File: config.mk
export PLATFORM = sky130hd
export DESIGN_NAME = sbcs_ctrl
export DESIGN_NICKNAME = d
export VERILOG_FILES = /design/src/design/sbcs_pkg.sv /design/src/design/sbcs_ctrl.sv
export VERILOG_INCLUDE_DIRS = /design/src /design/src/design
export SDC_FILE = /design/constraint.sdc
export NUM_CORES = 1
export LEC_CHECK = 0
export ABC_CLOCK_PERIOD_IN_PS = 2700
export BUFFER_PORTS_ARGS = -buffer_cell sky130_fd_sc_hd__clkbuf_2
export CORE_AREA = 3 3 54 93
export DETAILED_ROUTE_END_ITERATION = 10
export DIE_AREA = 0 0 57 96
export PLACE_DENSITY = 0.76
export SLEW_MARGIN = 30
export SYNTH_ARGS = -nofsm -noshare
export SYNTH_HDL_FRONTEND = slang
export SYNTH_SLANG_ARGS = --single-unit
File: constraint.sdc
create_clock -name clk -period 2.7 [get_ports clk]
set_input_delay 0.405 -clock clk [delete_from_list [all_inputs] [get_ports clk]]
set_output_delay 0.405 -clock clk [all_outputs]
set_load 0.01 [all_outputs]
File: src/design/swept_box_collision_slide_defines.svh
// ----------------------------------------------------------------------------
// Swept box collision assertion macros
// Shared assertion forms for the swept box collision block.
// ----------------------------------------------------------------------------
`ifndef SWEPT_BOX_COLLISION_SLIDE_DEFINES_SVH
`define SWEPT_BOX_COLLISION_SLIDE_DEFINES_SVH

// The property holds in the same cycle as the condition.
`define SBCS_ASSERT_NOW(lbl, cond, prop, msg) \
  lbl: assert property (@(posedge clk) disable iff (!rst_n) (cond) |-> (prop)) \
    else $error(msg);

// The property holds in the cycle after the condition.
`define SBCS_ASSERT_NEXT(lbl, cond, prop, msg) \
  lbl: assert property (@(posedge clk) disable iff (!rst_n) (cond) |=> (prop)) \
    else $error(msg);

`endif

File: src/design/sbcs_pkg.sv
// ----------------------------------------------------------------------------
// Swept box collision package
// Sizes, table record, datapath commands and saturation helper.
// ----------------------------------------------------------------------------
package sbcs_pkg;

  localparam int MAX_ENTRIES = 256;
  localparam int MAX_PASSES  = 4;
  localparam int FRAC_BITS   = 16;
  localparam int DT_FRAC     = 16;

  localparam int ENTRY_W   = $clog2(MAX_ENTRIES);
  localparam int COUNT_W   = $clog2(MAX_ENTRIES + 1);
  localparam int PASS_W    = $clog2(MAX_PASSES + 1);
  localparam int BIT_W     = $clog2(FRAC_BITS);
  localparam int T_W       = FRAC_BITS + 1;
  localparam int CONTACT_W = 3;
  localparam int MUL_W     = 33;
  localparam int PROD_W    = 2 * MUL_W;
  localparam int WIDE_W    = 68;
  localparam int SAT_W     = 40;
  localparam int CFG_W     = 16;
  localparam int CFG_IDX_W = 2;
  localparam int ACT_W     = 9;

  localparam logic [CFG_IDX_W-1:0] REG_ACTIVE  = 2'd0;
  localparam logic [CFG_IDX_W-1:0] REG_EPSILON = 2'd1;
  localparam logic [CFG_IDX_W-1:0] REG_BACKOFF = 2'd2;

  typedef struct packed {
    logic               wall;
    logic signed [31:0] pos_x;
    logic signed [31:0] pos_y;
    logic signed [31:0] box_left;
    logic signed [31:0] box_bottom;
    logic signed [31:0] box_right;
    logic signed [31:0] box_top;
  } entry_t;

  typedef enum logic [4:0] {
    OP_NONE,
    OP_LOAD,
    OP_QUERY,
    OP_MV_LATCH,
    OP_DV_X,
    OP_DV_Y,
    OP_DV_END,
    OP_CENTRE,
    OP_PATH,
    OP_ENT_LATCH,
    OP_EDGE,
    OP_M1,
    OP_M2,
    OP_M3,
    OP_M4,
    OP_M5,
    OP_M6,
    OP_M7,
    OP_NORM,
    OP_TEST,
    OP_DIV,
    OP_UPD,
    OP_GMUL,
    OP_GPOS,
    OP_FMULX,
    OP_FX,
    OP_FY,
    OP_WB,
    OP_OUT
  } op_t;

  typedef struct packed {
    op_t                op;
    logic [ENTRY_W-1:0] addr;
    logic [1:0]         side;
  } cmd_t;

  typedef struct packed {
    logic skip;
    logic full;
    logic hit_wall;
  } status_t;

  function automatic logic signed [31:0] sat32(input logic signed [SAT_W-1:0] v);
    logic signed [SAT_W-1:0] hi_lim;
    logic signed [SAT_W-1:0] lo_lim;
    hi_lim = SAT_W'(32'sh7FFFFFFF);
    lo_lim = SAT_W'(32'sh80000000);
    if (v > hi_lim) begin
      return 32'sh7FFFFFFF;
    end else if (v < lo_lim) begin
      return 32'sh80000000;
    end
    return v[31:0];
  endfunction

endpackage

File: src/design/sbcs_ctrl.sv
// ----------------------------------------------------------------------------
// Swept box collision controller
// Sequences loads, passes, table scans, edge tests and the result hand-off.
// ----------------------------------------------------------------------------
`include "swept_box_collision_slide_defines.svh"

module sbcs_ctrl (
  input  logic                           clk,
  input  logic                           rst_n,
  input  logic                           in_valid,
  input  logic                           in_mode,
  input  logic [7:0]                     in_entry_index,
  output logic                           in_stall,
  output logic                           out_valid,
  input  logic                           out_stall,
  input  logic [sbcs_pkg::COUNT_W-1:0]   used,
  input  sbcs_pkg::status_t              status,
  output sbcs_pkg::cmd_t                 cmd
);

  localparam int EW = sbcs_pkg::ENTRY_W;
  localparam int CW = sbcs_pkg::COUNT_W;

  typedef enum logic [4:0] {
    S_IDLE, S_MV_READ, S_MV_LATCH, S_P_MULX, S_P_MULY, S_P_DVY, S_P_C, S_P_U,
    S_SCAN, S_ENT_LATCH, S_E_SETUP, S_M1, S_M2, S_M3, S_M4, S_M5, S_M6, S_M7,
    S_NORM, S_TEST, S_DIV, S_UPD, S_G_MUL, S_G_POS, S_F_MULX, S_F_X, S_F_Y,
    S_WB, S_OUT
  } state_t;

  state_t                       state_r;
  logic [CW-1:0]                j_r;
  logic [1:0]                   side_r;
  logic [sbcs_pkg::BIT_W-1:0]   bit_r;
  logic [sbcs_pkg::PASS_W-1:0]  pass_r;
  logic [EW-1:0]                m_r;
  logic                         out_valid_r;
  logic                         out_free;
  logic                         scan_done;
  logic                         is_mover;

  assign in_stall  = (state_r != S_IDLE);
  assign out_valid = out_valid_r;
  assign out_free  = !out_valid_r || !out_stall;
  assign scan_done = (j_r >= used);
  assign is_mover  = (j_r[EW-1:0] == m_r);

  always_comb begin
    cmd.op   = sbcs_pkg::OP_NONE;
    cmd.addr = (state_r == S_MV_READ) ? m_r : j_r[EW-1:0];
    cmd.side = side_r;
    unique case (state_r)
      S_IDLE: begin
        if (in_valid) begin
          cmd.op = in_mode ? sbcs_pkg::OP_QUERY : sbcs_pkg::OP_LOAD;
        end
      end
      S_MV_LATCH:  cmd.op = sbcs_pkg::OP_MV_LATCH;
      S_P_MULX:    cmd.op = sbcs_pkg::OP_DV_X;
      S_P_MULY:    cmd.op = sbcs_pkg::OP_DV_Y;
      S_P_DVY:     cmd.op = sbcs_pkg::OP_DV_END;
      S_P_C:       cmd.op = sbcs_pkg::OP_CENTRE;
      S_P_U:       cmd.op = sbcs_pkg::OP_PATH;
      S_ENT_LATCH: cmd.op = sbcs_pkg::OP_ENT_LATCH;
      S_E_SETUP:   cmd.op = sbcs_pkg::OP_EDGE;
      S_M1:        cmd.op = sbcs_pkg::OP_M1;
      S_M2:        cmd.op = sbcs_pkg::OP_M2;
      S_M3:        cmd.op = sbcs_pkg::OP_M3;
      S_M4:        cmd.op = sbcs_pkg::OP_M4;
      S_M5:        cmd.op = sbcs_pkg::OP_M5;
      S_M6:        cmd.op = sbcs_pkg::OP_M6;
      S_M7:        cmd.op = sbcs_pkg::OP_M7;
      S_NORM:      cmd.op = sbcs_pkg::OP_NORM;
      S_TEST:      cmd.op = sbcs_pkg::OP_TEST;
      S_DIV:       cmd.op = sbcs_pkg::OP_DIV;
      S_UPD:       cmd.op = sbcs_pkg::OP_UPD;
      S_G_MUL:     cmd.op = sbcs_pkg::OP_GMUL;
      S_G_POS:     cmd.op = sbcs_pkg::OP_GPOS;
      S_F_MULX:    cmd.op = sbcs_pkg::OP_FMULX;
      S_F_X:       cmd.op = sbcs_pkg::OP_FX;
      S_F_Y:       cmd.op = sbcs_pkg::OP_FY;
      S_WB:        cmd.op = sbcs_pkg::OP_WB;
      S_OUT: begin
        if (out_free) begin
          cmd.op = sbcs_pkg::OP_OUT;
        end
      end
      default:     cmd.op = sbcs_pkg::OP_NONE;
    endcase
  end

  always_ff @(posedge clk) begin
    if (!rst_n) begin
      state_r     <= S_IDLE;
      out_valid_r <= 1'b0;
      j_r         <= '0;
      side_r      <= '0;
      bit_r       <= '0;
      pass_r      <= '0;
      m_r         <= '0;
    end else begin
      if ((state_r == S_OUT) && out_free) begin
        out_valid_r <= 1'b1;
      end else if (out_valid_r && !out_stall) begin
        out_valid_r <= 1'b0;
      end
      unique case (state_r)
        S_IDLE: begin
          if (in_valid && in_mode) begin
            m_r     <= in_entry_index[EW-1:0];
            pass_r  <= '0;
            state_r <= S_MV_READ;
          end
        end
        S_MV_READ:  state_r <= S_MV_LATCH;
        S_MV_LATCH: state_r <= S_P_MULX;
        S_P_MULX:   state_r <= S_P_MULY;
        S_P_MULY:   state_r <= S_P_DVY;
        S_P_DVY:    state_r <= S_P_C;
        S_P_C:      state_r <= S_P_U;
        S_P_U: begin
          j_r     <= '0;
          state_r <= S_SCAN;
        end
        S_SCAN: begin
          if (scan_done) begin
            state_r <= status.hit_wall ? S_G_MUL : S_F_MULX;
          end else if (is_mover) begin
            j_r <= j_r + CW'(1);
          end else begin
            state_r <= S_ENT_LATCH;
          end
        end
        S_ENT_LATCH: begin
          side_r  <= '0;
          state_r <= S_E_SETUP;
        end
        S_E_SETUP: state_r <= S_M1;
        S_M1:      state_r <= S_M2;
        S_M2:      state_r <= S_M3;
        S_M3:      state_r <= S_M4;
        S_M4:      state_r <= S_M5;
        S_M5:      state_r <= S_M6;
        S_M6:      state_r <= S_M7;
        S_M7:      state_r <= S_NORM;
        S_NORM:    state_r <= S_TEST;
        S_TEST: begin
          if (status.skip) begin
            if (side_r == 2'd3) begin
              j_r     <= j_r + CW'(1);
              state_r <= S_SCAN;
            end else begin
              side_r  <= side_r + 2'd1;
              state_r <= S_E_SETUP;
            end
          end else if (status.full) begin
            state_r <= S_UPD;
          end else begin
            bit_r   <= '0;
            state_r <= S_DIV;
          end
        end
        S_DIV: begin
          if (bit_r == sbcs_pkg::BIT_W'(sbcs_pkg::FRAC_BITS - 1)) begin
            state_r <= S_UPD;
          end else begin
            bit_r <= bit_r + 1'b1;
          end
        end
        S_UPD: begin
          if (side_r == 2'd3) begin
            j_r     <= j_r + CW'(1);
            state_r <= S_SCAN;
          end else begin
            side_r  <= side_r + 2'd1;
            state_r <= S_E_SETUP;
          end
        end
        S_G_MUL: state_r <= S_G_POS;
        S_G_POS: begin
          if (pass_r == sbcs_pkg::PASS_W'(sbcs_pkg::MAX_PASSES - 1)) begin
            state_r <= S_F_MULX;
          end else begin
            pass_r  <= pass_r + 1'b1;
            state_r <= S_P_MULX;
          end
        end
        S_F_MULX: state_r <= S_F_X;
        S_F_X:    state_r <= S_F_Y;
        S_F_Y:    state_r <= S_WB;
        S_WB:     state_r <= S_OUT;
        S_OUT: begin
          if (out_free) begin
            state_r <= S_IDLE;
          end
        end
        default: state_r <= S_IDLE;
      endcase
    end
  end

  `SBCS_ASSERT_NEXT(a_out_loaded, (state_r == S_OUT) && !out_valid_r, out_valid_r, "result not presented after completion")
  `SBCS_ASSERT_NOW(a_no_self_test, state_r == S_ENT_LATCH, (j_r < used) && (j_r[EW-1:0] != m_r), "mover tested against itself")
  `SBCS_ASSERT_NOW(a_glide_after_scan, state_r == S_G_MUL, $past(state_r) == S_SCAN, "glide started outside scan end")

endmodule

# After elaboration in Yosys (flattened, before gate mapping)
# Index checks and enable logic that the tools add are counted.
# totals
in_bits	25
wordCells	107
out_inout_bits	17
ff_bits	32
# classes
eq_ne	43
mux	33
magnitude_cmp	1
addsub	4
reduce_logical	19
# ops
op	count
$pmux 5 s29	1
$pmux 5 s27	1
$eq 5x5->1 const B	13
$eq 5x4->1 const B	8
$mux 5	8
$mux 9	4
$pmux 9 s4	1
$eq 5x3->1 const B	4
$ne 2x2->1 const B	10
$mux 4	4
$reduce_and 4->1	3
$eq 5x2->1 const B	2
$mux 2	5
$add 9x1->9 const B	1
$ge 9x9->1	1
$eq 8x8->1	1
$mux 8	1
$pmux 4 s2	1
$mux 3	2
$pmux 2 s3	1
$pmux 3 s2	1
$reduce_bool 2->1	3
$eq 5x1->1 const B	1
$logic_not 5->1	1
other kinds (16)	22

# Depth between registers and ports, before layout
# logic_depth
ltp_word	4
mapped_depth	10
depth_no_buf	8

# Least setup slack after synthesis
# OpenSTA, ideal clock, no wires.
# synth_timing
path_type	input-to-reg
startpoint	input used[2] (netlist bit)
endpoint	register j_r[5]
path_buffers	0
setup_time_ns	0.071
stages	8
arrival_time_ns	2.078
setup_slack_ns	0.551
t_required_ns	2.629
path_cell_list	inv_1 ha_1 a21oi_1 o21ai_0 a21o_1 o31a_1 or4_1 a21oi_1
# synth_between
elab_chain_len	3
# synth_rtl
item	line_no	text
start, declared	sbcs_ctrl.sv:16	input logic [sbcs_pkg::COUNT_W-1:0] used,
$ge 9x9->1	sbcs_ctrl.sv:45	assign scan_done = (j_r >= used);
$ne 2x2->1 (no line)	--	
$reduce_and 4->1 (no line)	--	
end signal, assigned	sbcs_ctrl.sv:129	j_r <= j_r + CW'(1);
end signal, assigned	sbcs_ctrl.sv:150	j_r <= j_r + CW'(1);
end signal, assigned	sbcs_ctrl.sv:172	j_r <= j_r + CW'(1);
end, declared	sbcs_ctrl.sv:32	logic [CW-1:0] j_r;
# Every way passes these cells.
# A chain may end at the register's enable or synchronous reset.

# Worst setup path in the final report
# layout_timing
startpoint	register j_r[7]
endpoint	register j_r[4]
# layout_between
elab_chain_len	3
word_cells_on_any_way	5
classes_between	order compare: 1; eq/ne: 3; reduce/logical: 1
# layout_rtl
item	line_no
$ge 9x9->1 / $eq 8x8->1 (equally long branches)	sbcs_ctrl.sv:45, sbcs_ctrl.sv:46
$ne 2x2->1 (no line)	--
$reduce_and 4->1 (no line) (*)	--
# Every way passes the cells marked *; elsewhere a longest branch is shown, timed or not.

==> flow_summary.json <==
{
  "endpoint_kind": "register",
  "tightest_slew_ns": 0.604,
  "outcome": "complete, no violations",
  "synth_async_sr_flop_share": 0,
  "fin_skew_ns": 0.00683,
  "area_growth_pct": 16.5,
  "min_period_ns": 2.47,
  "row_count": 32,
  "avgViaCountPerCell": 5.97,
  "cp_slowest_stage_delay_ns": 0.55,
  "setup_ws_ns": 0.227,
  "final_nets": 381,
  "netlist_area_um2": 2400,
  "antenna_found_initial": 0,
  "fmax_mhz": 404,
  "cp-start-kind": "register",
  "cts_resized": 0,
  "wl_um": 5980,
  "grt_pass1_vias": 2204,
  "setup_viol": 0,
  "muxShareOfSynthArea": 0.101,
  "maxSlewViolCount": 0,
  "synth.most_common_cell": "dfxtp_1",
  "min_path_type": "input pin to register",
  "max_cap_viol_count": 0,
  "gp_congestion": 0.898,
  "die-area_um2": 5470,
  "dpl_worst_slack_ns": 0.169,
  "clockBufferDepth": 2,
  "arrival_ns": 2.68,
  "numCtsBuffers": 5,
  "first_iter_violations": 61,
  "grt-ovfl-total": 0,
  "slowest_stage": "or4_1",
  "ir_drop_v": 0.000424,
  "post_cts_buffers": 0,
  "post_synth_most_frequent_cells": "dfxtp_1, a21oi_1, nand2_1, inv_1",
  "rsz0062_at_grt": "false",
  "grt_max_degree": 23,
  "fp.dieW_um": 57,
  "drcViolationCount": 0,
  "die_h_um": 96,
  "port_buffers": 41,
  "yosys.area_share.simple": 0.238,
  "p_leak_nw": 1.22,
  "met2_usage": 0.417,
  "hold_viol_final": 0,
  "finalNonFillerCells": 394,
  "clkTransAtPathRegs_ns": 0.07,
  "synthDistinctLibCells": 52,
  "coreArea_um2": 4400,
  "synth_edf_count": 0,
  "synthTopCellsByArea": "dfxtp_1, ha_1, a21oi_1",
  "vias": 2354,
  "dp.cells": 386,
  "period_share": 0.916,
  "wl_per_cell_um": 15.2,
  "tns_ns": 0,
  "ios": 42,
  "syn_avg_cell_area_um2": 7.99,
  "synth_seq_cells": 32,
  "worstPathRequired_ns": 2.91,
  "cts_hold_buf": 0,
  "dp_hpwl_um": 4650,
  "syn-num-nets": 340,
  "drive_above_1_share": 0.236,
  "ys.flop_type": "dfxtp_1",
  "root_buffer": "clkbuf_8",
  "synth_top_family_by_area": "simple AND/OR/NAND/NOR gates",
  "synthAdderAreaFrac": 0.0729,
  "htreeDepth": 2,
  "synth_compound_area_frac": 0.217,
  "cts_num_sinks": 32,
  "insertion_delay_ns": 0.28,
  "grt_util_met1": 0.238,
  "yosysWarnings": 0,
  "relSlewSlack": 0.594,
  "start_util": 0.546,
  "cpLargestDelayFamily": "simple AND/OR/NAND/NOR gates",
  "path_buf_inv": 0,
  "ys_seq_area_frac": 0.267,
  "crit_path_max_fanout": 18,
  "synth_cells": 301,
  "busiest_layer": "met2",
  "cts_tree": "done",
  "synth.top_cell.area_share": 0.267,
  "synth_xor_area_frac": 0.0401,
  "power_density_nw_per_um2": 450,
  "yosysTopAreaCell": "dfxtp_1",
  "diodes": 0,
  "use_met3": 0.0376,
  "grt_pass1_wl_um": 9830,
  "dr.pass1.iters": 4,
  "ant_nets": 0,
  "crit_type": "register to register",
  "grt.total_usage": 0.226,
  "crit_chain": "xor2_1 > nor4_1 > nand3_1 > o31a_1 > or4_1 > a21oi_1"
}
[metal layers]
layer  vias up  wire (um)
li1       1168          -
met1      1097       2240
met2        67       3300
met3        22        209
met4         0        224
met5         -          0
[where the power goes]
| group | switching (mW) | total [mW] | internal, mW |
|---|---|---|---|
| Combinational | 0.130 | 0.239 | 0.110 |
| Clock | 0.179 | 0.504 | 0.326 |
| Sequential | 0.0309 | 0.518 | 0.487 |
| Total | 0.339 | 1.26 | 0.922 |
[cell families (layout without fill, tap and decap cells)]
logic type,after synthesis,in the layout
xor+xnor,11,11
buf+inv,36,78
fa+ha+maj,14,14
mux,23,23
compound gates,82,82
simple gates,103,103
flops,32,32
[stage by stage]
stage | hold slack [ns] | total power, mW | instance area [um2] | utilization
global route | 0.381 | 1.32 | 2800 | 0.636
floorplan | 0.456 | 0.694 | 2400 | -
detailed placement | 0.482 | 0.766 | 2670 | 0.607
finish | 0.381 | 1.26 | 2800 | 0.636
CTS | 0.377 | 1.27 | 2800 | 0.636
global placement | 0.475 | 0.763 | 2670 | 0.607
[registers in the layout, indices dropped and copies added, names as in the netlist]
register and count:
bit_r 4, j_r 9, m_r 8, out_valid 1, pass_r 3, side_r 2, state_r 5
[worst register-to-register path: stages, from the launching register on]
cell     delay, ns
dfxtp_1       0.37
xor2_1        0.18
nor4_1        0.49
nand3_1       0.18
o31a_1        0.46
or4_1         0.56
a21oi_1       0.16
[final cells by class]
type | count | area, um2
Clock buffer | 7 | 96.3
Clock inverter | 1 | 30.0
Fill cell | 419 | 1600
Inverter | 16 | 60.1
Multi-Input combinational cell | 233 | 1610
Sequential cell | 32 | 641
Tap cell | 51 | 63.8
Timing Repair Buffer | 54 | 303
[final timing paths]
| kind | start | slack [ns] | cells past startpoint | to |
|---|---|---|---|---|
| max | j_r[7]$_SDFFE_PN0P_ | 0.23 | 6 | j_r[4]$_SDFFE_PN0P_ |
| min | in_entry_index[2] | 0.38 | 3 | m_r[2]$_SDFFE_PN0P_ |
| max reg2reg | j_r[7]$_SDFFE_PN0P_ | 0.23 | 6 | j_r[4]$_SDFFE_PN0P_ |
| min reg2reg | j_r[8]$_SDFFE_PN0P_ | 0.50 | 2 | j_r[8]$_SDFFE_PN0P_ |
[cells in the final DEF, fill, tap and decap left out, types with 3 or more instances in the layout]
cell and count:
xor2_1 10, nor2b_1 13, clkbuf_8 7, a21boi_0 5
o21ai_0 15, mux2i_1 13, mux2_2 10, ha_1 14
nand2_1 27, o31ai_1 11, buf_4 13, o21a_1 3
a211oi_1 3, inv_1 16, nand3_1 9, and2_1 3
dfxtp_1 32, nand4_1 7, clkbuf_2 41, nor2_1 15
o211ai_1 4, or4_1 8, a21oi_1 27
(Power assumes the default switching activity.)
